===== config.mk =====
export PLATFORM = sky130hd
export DESIGN_NAME = tracker_channel_slide_unit
export DESIGN_NICKNAME = d
export VERILOG_FILES = /design/src/hw/rtl/tcsu_pkg.sv /design/src/hw/rtl/tracker_channel_slide_unit.sv
export SDC_FILE = /design/constraint.sdc
export NUM_CORES = 1
export LEC_CHECK = 0
export BUFFER_PORTS_ARGS = -buffer_cell sky130_fd_sc_hd__buf_2
export CAP_MARGIN = 10
export CORE_ASPECT_RATIO = 0.5
export CORE_MARGIN = 2
export CORE_UTILIZATION = 35
export CTS_CLUSTER_DIAMETER = 50
export CTS_CLUSTER_SIZE = 20
export DETAILED_ROUTE_END_ITERATION = 6
export SLEW_MARGIN = 10
export SYNTH_ARGS = -nofsm -noshare
export SYNTH_HDL_FRONTEND = slang
export SYNTH_SLANG_ARGS = --single-unit

===== constraint.sdc =====
create_clock -name clk -period 6.4 [get_ports clk]
set_clock_uncertainty 0.2 [all_clocks]
set_input_delay 0.32 -clock clk [delete_from_list [all_inputs] [get_ports clk]]
set_output_delay 0.32 -clock clk [all_outputs]
set_load 0.01 [all_outputs]

===== src/hw/rtl/tcsu_pkg.sv =====
`timescale 1ns / 1ps

package tcsu_pkg;

  localparam int PERIOD_W  = 16;
  localparam int VOLUME_W  = 6;
  localparam int CMD_W     = 5;
  localparam int PARAM_W   = 8;
  localparam int GVOL_W    = 7;
  localparam int KIND_W    = 2;
  localparam int CFG_IDX_W = 2;
  localparam int CFG_DATA_W = 16;

  // Effect letter codes.
  localparam logic [CMD_W-1:0] CMD_NONE = 5'd0;
  localparam logic [CMD_W-1:0] CMD_D    = 5'd4;
  localparam logic [CMD_W-1:0] CMD_E    = 5'd5;
  localparam logic [CMD_W-1:0] CMD_F    = 5'd6;
  localparam logic [CMD_W-1:0] CMD_G    = 5'd7;
  localparam logic [CMD_W-1:0] CMD_L    = 5'd12;
  localparam logic [CMD_W-1:0] CMD_LAST = 5'd22;

  // Register indexes of the configuration port.
  localparam logic [CFG_IDX_W-1:0] REG_PERIOD_LOW  = 2'd0;
  localparam logic [CFG_IDX_W-1:0] REG_PERIOD_HIGH = 2'd1;
  localparam logic [CFG_IDX_W-1:0] REG_GLOBAL_VOL  = 2'd2;

  localparam logic [PERIOD_W-1:0] PERIOD_LOW_RST  = 16'd64;
  localparam logic [PERIOD_W-1:0] PERIOD_HIGH_RST = 16'd32767;
  localparam logic [GVOL_W-1:0]   GLOBAL_VOL_RST  = 7'd64;
  localparam logic [VOLUME_W-1:0] VOL_MAX         = 6'd63;

  // Volume slide sub-kinds (D and L).
  localparam logic [KIND_W-1:0] VK_DOWN      = 2'd0;
  localparam logic [KIND_W-1:0] VK_UP        = 2'd1;
  localparam logic [KIND_W-1:0] VK_FINE_DOWN = 2'd2;
  localparam logic [KIND_W-1:0] VK_FINE_UP   = 2'd3;

  // Pitch slide sub-kinds (E and F).
  localparam logic [KIND_W-1:0] PK_NORMAL = 2'd0;
  localparam logic [KIND_W-1:0] PK_FINE   = 2'd1;
  localparam logic [KIND_W-1:0] PK_EXTRA  = 2'd2;

  localparam logic [PARAM_W-1:0] NIB_HI_MASK = 8'hf0;
  localparam logic [PARAM_W-1:0] NIB_LO_MASK = 8'h0f;
  localparam logic [PARAM_W-1:0] EXTRA_BASE  = 8'he0;

  function automatic logic [KIND_W-1:0] vol_kind(input logic [PARAM_W-1:0] p);
    logic [KIND_W-1:0] k;
    if ((p & NIB_HI_MASK) == NIB_HI_MASK) begin
      k = (p == NIB_HI_MASK) ? VK_UP : VK_FINE_DOWN;
    end else if ((p & NIB_LO_MASK) == NIB_LO_MASK) begin
      k = (p == NIB_LO_MASK) ? VK_DOWN : VK_FINE_UP;
    end else begin
      k = ((p & NIB_LO_MASK) != '0) ? VK_DOWN : VK_UP;
    end
    return k;
  endfunction

  function automatic logic [KIND_W-1:0] pitch_kind(input logic [PARAM_W-1:0] p);
    logic [KIND_W-1:0] k;
    if (p < EXTRA_BASE) begin
      k = PK_NORMAL;
    end else if (p < NIB_HI_MASK) begin
      k = PK_EXTRA;
    end else begin
      k = PK_FINE;
    end
    return k;
  endfunction

endpackage


===== src/hw/rtl/tracker_channel_slide_unit.sv =====
`timescale 1ns / 1ps

// Slide effects of one tracker channel: volume slide, pitch slides and
// portamento.
//
// Input channel (in_valid / in_ready) takes one word per row or tick. A row
// word (mode 0) may load the channel period and volume and starts a new
// effect command; a tick word (mode 1) applies the effect in force.
// Result channel (out_valid / out_ready) returns one word per input word with
// the channel period, volume and the command in force.
//
// The result is registered: a word accepted at an edge shows its result after
// that edge. One word is taken per cycle while the receiver keeps up; the
// channel state registers double as the result register, so the whole update
// sits between them. While a result waits, in_ready follows out_ready, so a
// new word is taken in the same cycle that the waiting result leaves. When
// the receiver stalls the result holds and the input is held off.
//
// Reset clears the channel state and the result valid flag and loads the
// period bounds and the global volume with their defaults. The configuration
// port writes a register at every edge where cfg_we is high.
module tracker_channel_slide_unit (
  input  logic                             clk,
  input  logic                             rst_n,
  input  logic                             cfg_we,
  input  logic [tcsu_pkg::CFG_IDX_W-1:0]   cfg_index,
  input  logic [tcsu_pkg::CFG_DATA_W-1:0]  cfg_data,
  input  logic                             in_valid,
  output logic                             in_ready,
  input  logic                             in_mode,
  input  logic [tcsu_pkg::CMD_W-1:0]       in_command,
  input  logic [tcsu_pkg::PARAM_W-1:0]     in_param,
  input  logic                             in_load_period,
  input  logic [tcsu_pkg::PERIOD_W-1:0]    in_period_value,
  input  logic                             in_load_volume,
  input  logic [tcsu_pkg::VOLUME_W-1:0]    in_volume_value,
  input  logic [tcsu_pkg::PERIOD_W-1:0]    in_target_period,
  input  logic                             in_channel_active,
  output logic                             out_valid,
  input  logic                             out_ready,
  output logic [tcsu_pkg::PERIOD_W-1:0]    out_period_out,
  output logic [tcsu_pkg::VOLUME_W-1:0]    out_volume_out,
  output logic [tcsu_pkg::CMD_W-1:0]       out_active_command
);

  localparam int PW = tcsu_pkg::PERIOD_W;
  localparam int VW = tcsu_pkg::VOLUME_W;
  localparam int XW = PW + 2;  // signed width for period arithmetic

  // Configuration registers.
  logic [PW-1:0]                   period_low_r;
  logic [PW-1:0]                   period_high_r;
  logic [tcsu_pkg::GVOL_W-1:0]     global_volume_r;

  // Channel state; it is also what the result port shows.
  logic [tcsu_pkg::PARAM_W-1:0]    saved_param_r, saved_param_nxt;
  logic [tcsu_pkg::PARAM_W-1:0]    porta_speed_r, porta_speed_nxt;
  logic [tcsu_pkg::KIND_W-1:0]     slide_kind_r, slide_kind_nxt;
  logic [tcsu_pkg::CMD_W-1:0]      current_effect_r, current_effect_nxt;
  logic [PW-1:0]                   chan_period_r, chan_period_nxt;
  logic [VW-1:0]                   chan_volume_r, chan_volume_nxt;
  logic                            out_valid_r;

  logic                            in_accept;

  // Clamp a period result to the bounds; exactly zero means silent.
  function automatic logic [PW-1:0] put_period(input logic signed [XW-1:0] v,
                                               input logic [PW-1:0] lo,
                                               input logic [PW-1:0] hi);
    logic signed [XW-1:0] lo_s;
    logic signed [XW-1:0] hi_s;
    logic [PW-1:0]        r;
    lo_s = $signed({2'b00, lo});
    hi_s = $signed({2'b00, hi});
    if (v == '0) begin
      r = '0;
    end else if (v < lo_s) begin
      r = lo;
    end else if (v > hi_s) begin
      r = hi;
    end else begin
      r = v[PW-1:0];
    end
    return r;
  endfunction

  assign in_ready  = !out_valid_r || out_ready;
  assign in_accept = in_valid && in_ready;

  always_comb begin
    logic [tcsu_pkg::PARAM_W-1:0] p_use;
    logic signed [VW:0]           vol_dn;
    logic [VW:0]                  vol_sum;
    logic [VW+tcsu_pkg::GVOL_W:0] vol_prod;
    logic [VW+1:0]                vol_up;
    logic [VW-1:0]                vol_tick;
    logic signed [XW-1:0]         cur_p;
    logic signed [XW-1:0]         dst_p;
    logic signed [XW-1:0]         step_e;
    logic signed [XW-1:0]         porta_s;
    logic signed [XW-1:0]         porta_p;
    logic [PW-1:0]                porta_res;

    saved_param_nxt    = saved_param_r;
    porta_speed_nxt    = porta_speed_r;
    slide_kind_nxt     = slide_kind_r;
    current_effect_nxt = current_effect_r;
    chan_period_nxt    = chan_period_r;
    chan_volume_nxt    = chan_volume_r;

    p_use = (in_param != '0) ? in_param : saved_param_r;

    // Volume slide of a tick, from the saved parameter nibbles.
    vol_dn   = $signed({1'b0, chan_volume_r}) -
               $signed({3'b000, saved_param_r[3:0]});
    vol_sum  = {1'b0, chan_volume_r} + {3'b000, saved_param_r[7:4]};
    vol_prod = {{tcsu_pkg::GVOL_W{1'b0}}, vol_sum} *
               {{(VW+1){1'b0}}, global_volume_r};
    vol_up   = vol_prod[VW+tcsu_pkg::GVOL_W:6];
    case (slide_kind_r)
      tcsu_pkg::VK_DOWN: begin
        vol_tick = vol_dn[VW] ? '0 : vol_dn[VW-1:0];
      end
      tcsu_pkg::VK_UP: begin
        vol_tick = (vol_up > {2'b00, tcsu_pkg::VOL_MAX}) ? tcsu_pkg::VOL_MAX
                                                          : vol_up[VW-1:0];
      end
      default: begin
        vol_tick = chan_volume_r;
      end
    endcase

    // Pitch slide step and portamento toward the target, never passing it.
    cur_p   = $signed({2'b00, chan_period_r});
    dst_p   = $signed({2'b00, in_target_period});
    step_e  = $signed({8'd0, saved_param_r, 2'b00});
    porta_s = $signed({8'd0, porta_speed_r, 2'b00});
    if (cur_p > dst_p) begin
      porta_p = cur_p - porta_s;
      if (porta_p < dst_p) begin
        porta_p = dst_p;
      end
    end else begin
      porta_p = cur_p + porta_s;
      if (porta_p > dst_p) begin
        porta_p = dst_p;
      end
    end
    porta_res = put_period(porta_p, period_low_r, period_high_r);

    if (!in_mode) begin
      if (in_load_period) begin
        chan_period_nxt = in_period_value;
      end
      if (in_load_volume) begin
        chan_volume_nxt = in_volume_value;
      end
      if (in_command > tcsu_pkg::CMD_LAST) begin
        current_effect_nxt = tcsu_pkg::CMD_NONE;
      end else begin
        if (in_param != '0) begin
          saved_param_nxt = in_param;
        end
        current_effect_nxt = in_command;
        case (in_command)
          tcsu_pkg::CMD_D, tcsu_pkg::CMD_L: begin
            slide_kind_nxt = tcsu_pkg::vol_kind(p_use);
          end
          tcsu_pkg::CMD_E, tcsu_pkg::CMD_F: begin
            slide_kind_nxt = tcsu_pkg::pitch_kind(p_use);
          end
          tcsu_pkg::CMD_G: begin
            if (in_param != '0) begin
              porta_speed_nxt = in_param;
            end
            // Portamento on a silent channel is dropped at once.
            if (!in_channel_active) begin
              current_effect_nxt = tcsu_pkg::CMD_NONE;
            end
          end
          default: begin
          end
        endcase
      end
    end else begin
      case (current_effect_r)
        tcsu_pkg::CMD_D: begin
          chan_volume_nxt = vol_tick;
        end
        tcsu_pkg::CMD_E: begin
          if (slide_kind_r == tcsu_pkg::PK_NORMAL) begin
            chan_period_nxt = put_period(cur_p + step_e, period_low_r, period_high_r);
          end
        end
        tcsu_pkg::CMD_F: begin
          if (slide_kind_r == tcsu_pkg::PK_NORMAL) begin
            chan_period_nxt = put_period(cur_p - step_e, period_low_r, period_high_r);
          end
        end
        tcsu_pkg::CMD_G: begin
          chan_period_nxt = porta_res;
        end
        tcsu_pkg::CMD_L: begin
          // The volume slide does not touch the period, so both apply at once.
          chan_volume_nxt = vol_tick;
          chan_period_nxt = porta_res;
        end
        default: begin
        end
      endcase
    end
  end

  always_ff @(posedge clk) begin
    if (!rst_n) begin
      period_low_r    <= tcsu_pkg::PERIOD_LOW_RST;
      period_high_r   <= tcsu_pkg::PERIOD_HIGH_RST;
      global_volume_r <= tcsu_pkg::GLOBAL_VOL_RST;
    end else if (cfg_we) begin
      case (cfg_index)
        tcsu_pkg::REG_PERIOD_LOW:  period_low_r    <= cfg_data;
        tcsu_pkg::REG_PERIOD_HIGH: period_high_r   <= cfg_data;
        tcsu_pkg::REG_GLOBAL_VOL:  global_volume_r <= cfg_data[tcsu_pkg::GVOL_W-1:0];
        default: begin
        end
      endcase
    end
  end

  always_ff @(posedge clk) begin
    if (!rst_n) begin
      saved_param_r    <= '0;
      porta_speed_r    <= '0;
      slide_kind_r     <= '0;
      current_effect_r <= tcsu_pkg::CMD_NONE;
      chan_period_r    <= '0;
      chan_volume_r    <= '0;
      out_valid_r      <= 1'b0;
    end else begin
      if (in_accept) begin
        saved_param_r    <= saved_param_nxt;
        porta_speed_r    <= porta_speed_nxt;
        slide_kind_r     <= slide_kind_nxt;
        current_effect_r <= current_effect_nxt;
        chan_period_r    <= chan_period_nxt;
        chan_volume_r    <= chan_volume_nxt;
        out_valid_r      <= 1'b1;
      end else if (out_ready) begin
        out_valid_r      <= 1'b0;
      end
    end
  end

  assign out_valid          = out_valid_r;
  assign out_period_out     = chan_period_r;
  assign out_volume_out     = chan_volume_r;
  assign out_active_command = current_effect_r;

endmodule


==> results.md <==
- Drt wl/cell: 20.6 um
- Startpoint Class: register
- Post-synth EDFFs: 0
- P_leak: 7.38 nW
- TritonCTS Sinks: 85
- Initial core utilization: 35.5%
- Seq cells post-synth: 85
- Critical Path Fanout Max: 7
- Die X-Extent: 268 um
- CP max stage delay: 480 ps
- Syn-to-layout area delta: 24.1%
- Xor and xnor fraction of the mapped netlist area: 4.22%
- Crit path capture type: register
- Total CTS buffers: 9
- Compound-Gate Fraction of Synth Area: 26.0%
- Synth Area per Inst: 7.60 um2
- Adder-Cell Fraction of Synth Area: 25.9%
- Slowest-stage cell, CP: o41a_1
- Worst setup margin: -337 ps
- Slew @ Worst Pin: 1110 ps
- Final wirelength: 47,900 um
- First-pass GRT wire length: 72,200 um
- Core box area: 34,500 um2
- Max VDD drop: 0.135 mV
- Final Max Tran Viols: 0
- Netlist cell types: 81
- FMAX: 148 MHz
- Std cell rows: 48
- Worst skew pair latency: 360 ps
- Initial DRT Pass Iterations: 6
- Largest net degree at the start of global routing: 56
- Syn Nets: 1,922
- YS warnings: 0
- Fin crit share: 105%
- Die H: 136 um
- Max-slew headroom: 25.9%
- Layout cell share with drive strength beyond 1: 20.9%
- Final min period: 6740 ps
- Top_reg_cell synth: dfxtp_1
- Cell taking the most area after synthesis: ha_1
- Initial antenna violation count: 1
- Root buf cell: clkbuf_16
- Vias in the first global route: 12,200
- I/O pin count: 107
- Hold Path Class: primary input to register
- CTS tree: yes
- Maximum capacitance violations: 0
- Mapped Cells: 1,610
- Register area: 1710 um2
- Outcome: complete, but fails checks
- Clock tree buffer depth: 2
- Final GP Congestion: 1.01
- Top cells by area, synth: ha_1 (21%), dfxtp_1 (14%), a21oi_1 (5.3%)
- Reg clk slew, reported paths: 70 ps
- Top cell type's share of synthesized area: 21.0%
- Antenna violation net count after detailed routing: 0
- Final net count: 2,161
- Fill count: 3,496
- Tot GR Track Use: 26.1%
- WS Path Type: register to register
- Remaining Overflow, GRT: 0
- Routed vias/inst: 5.64
- CP required: 6470 ps
- Vias: 13,100
- Failing checks: negative setup slack
- Critical path buffers and inverters: 1
- TNS Setup: -3920 ps
- Area of the multi-input gates: 10,100 um2
- Port bufs: 106
- Iter 0 DRT Violations: 1,230
- DP HPWL: 39,100 um
- # setup viols final: 16
- Sequential-to-total area share from yosys stat: 13.9%
- Async set-or-reset flop fraction in the synthesized netlist: 0%
- RSZ-0062 raised after global routing: yes
- Worst EP arrival: 6800 ps
- Total Die Area: 36,600 um2
- Mux contribution to synthesized area: 2.91%
- Synthesized cell area: 12,200 um2
- DR DRC count: 0
- H-Tree Depth: 3
- Power per cell area: 169 nW/um2
- Post-Synth Simple-Gate Area: 20.6%
- Final Hold Fails: 0
- Largest family of logic cells by synthesized area: compound AO/OA/AOI/OAI gates
- Fin util: 44.1%
- CP delay by family, top: compound AO/OA/AOI/OAI gates
[synth_stat cells, types with 28 or more instances]
| library cell | count |
|---|---|
| a21oi_1 | 129 |
| clkbuf_1 | 54 |
| dfxtp_1 | 85 |
| fa_1 | 29 |
| ha_1 | 205 |
| inv_1 | 135 |
| mux2i_1 | 30 |
| nand2_1 | 148 |
| nand2b_1 | 28 |
| nor2_1 | 164 |
| o211ai_1 | 34 |
| o21ai_0 | 66 |
| xnor2_1 | 29 |
| xor2_1 | 30 |
[per-stage QoR]
stage	instances	hold slack (ps)	instance area, um2	power, mW	setup WS [ps]
CTS	2322	0.332	15100	2.50	-260
global route	2328	13.6	15200	2.72	-684
global placement	2296	291	14500	1.85	-343
floorplan	1610	245	12400	1.40	35.1
detailed placement	2296	295	14500	1.86	-451
finish	2329	6.81	15200	2.57	-337
[path summary, 6_finish.rpt]
path,startpoint,to,slack [ps],cells after the start
setup / recovery,porta_speed_r[1]$_SDFFE_PN0P_,out_period_out[3]$_SDFFE_PN0P_,-340,29
hold / removal,cfg_data[9],period_high_r[9]$_SDFFE_PN1P_,7,3
setup reg to reg,porta_speed_r[1]$_SDFFE_PN0P_,out_period_out[3]$_SDFFE_PN0P_,-340,29
hold reg to reg,period_low_r[11]$_SDFFE_PN0P_,period_low_r[11]$_SDFFE_PN0P_,310,2
[where the power goes]
part,leakage (nW),switching (mW),internal (mW)
Combinational,6.53,0.809,0.594
Clock,0.155,0.231,0.352
Sequential,0.694,0.0317,0.548
[logic make-up after synthesis]
family                     after synthesis
AOI/OAI and AO/OA                      465
DFF                                     85
and+or+nand+nor                        527
adders and majority gates              236
buffers and inverters                  203
xor gates and xnor gates                59
muxes                                   35
[flip-flops by register name, summed over array words and instances (netlist names)]
name and flops:
slide_kind_r 2, period_high_r 16, out_valid 1, out_volume_out 6
period_low_r 16, out_period_out 16, porta_speed_r 8, out_active_command 5
saved_param_r 8, global_volume_r 7
[worst reg2reg max path, delay by kind of cell (launching register included)]
family	cells	cell delay (ps)
AOI/OAI and AO/OA	15	3420
xor gates and xnor gates	1	230
adders and majority gates	4	1060
buffers and inverters	1	50
DFF	1	330
muxes	1	150
and+or+nand+nor	7	1210
[cell type report]
type | instances | area share (%)
Timing Repair Buffer | 296 | 13.2
Sequential cell | 85 | 11.3
Multi-Input combinational cell | 1322 | 66.2
Inverter | 135 | 3.34
Tap cell | 475 | 3.91
Clock inverter | 5 | 0.560
Clock buffer | 10 | 1.57
Antenna cell | 1 | 0.0165
[per-layer routing]
layer / vias to the layer above / track usage, % / part of all wire, %
met2: 530 / 37.9 / 41
met5: - / 0 / 0
met1: 6214 / 37.0 / 47
met3: 70 / 6.96 / 9.8
li1: 6311 / - / -
met4: 0 / 8.61 / 2.9
[layout by cell type, fill, tap and decap left out, types with 8 or more instances in the layout]
cell	count
mux2i_1	30
a211o_1	18
buf_4	179
a21oi_1	122
clkbuf_16	9
ha_1	199
o31ai_1	9
buf_6	11
nor3_1	27
or4_1	11
o211ai_1	34
nand4_1	24
nand2b_1	28
a211oi_1	25
buf_2	106
o21ai_1	15
a21o_1	25
nand2_1	148
a22oi_1	26
a221o_1	8
fa_1	29
o21a_1	13
a21oi_2	8
o21ai_0	52
nor2_1	159
inv_1	133
and2_1	26
xnor2_1	29
o21bai_1	9
xor2_1	29
a31oi_1	11
nor2b_1	25
nand3_1	17
dfxtp_1	82
[what timing repair did]
action,CTS,global route
resized for setup,36,20
setup endpoints to repair,16,18
buffers inserted,12,7
pin swaps,26,14
hold buffers,0,0
Power figures use the tool's default switching activity.
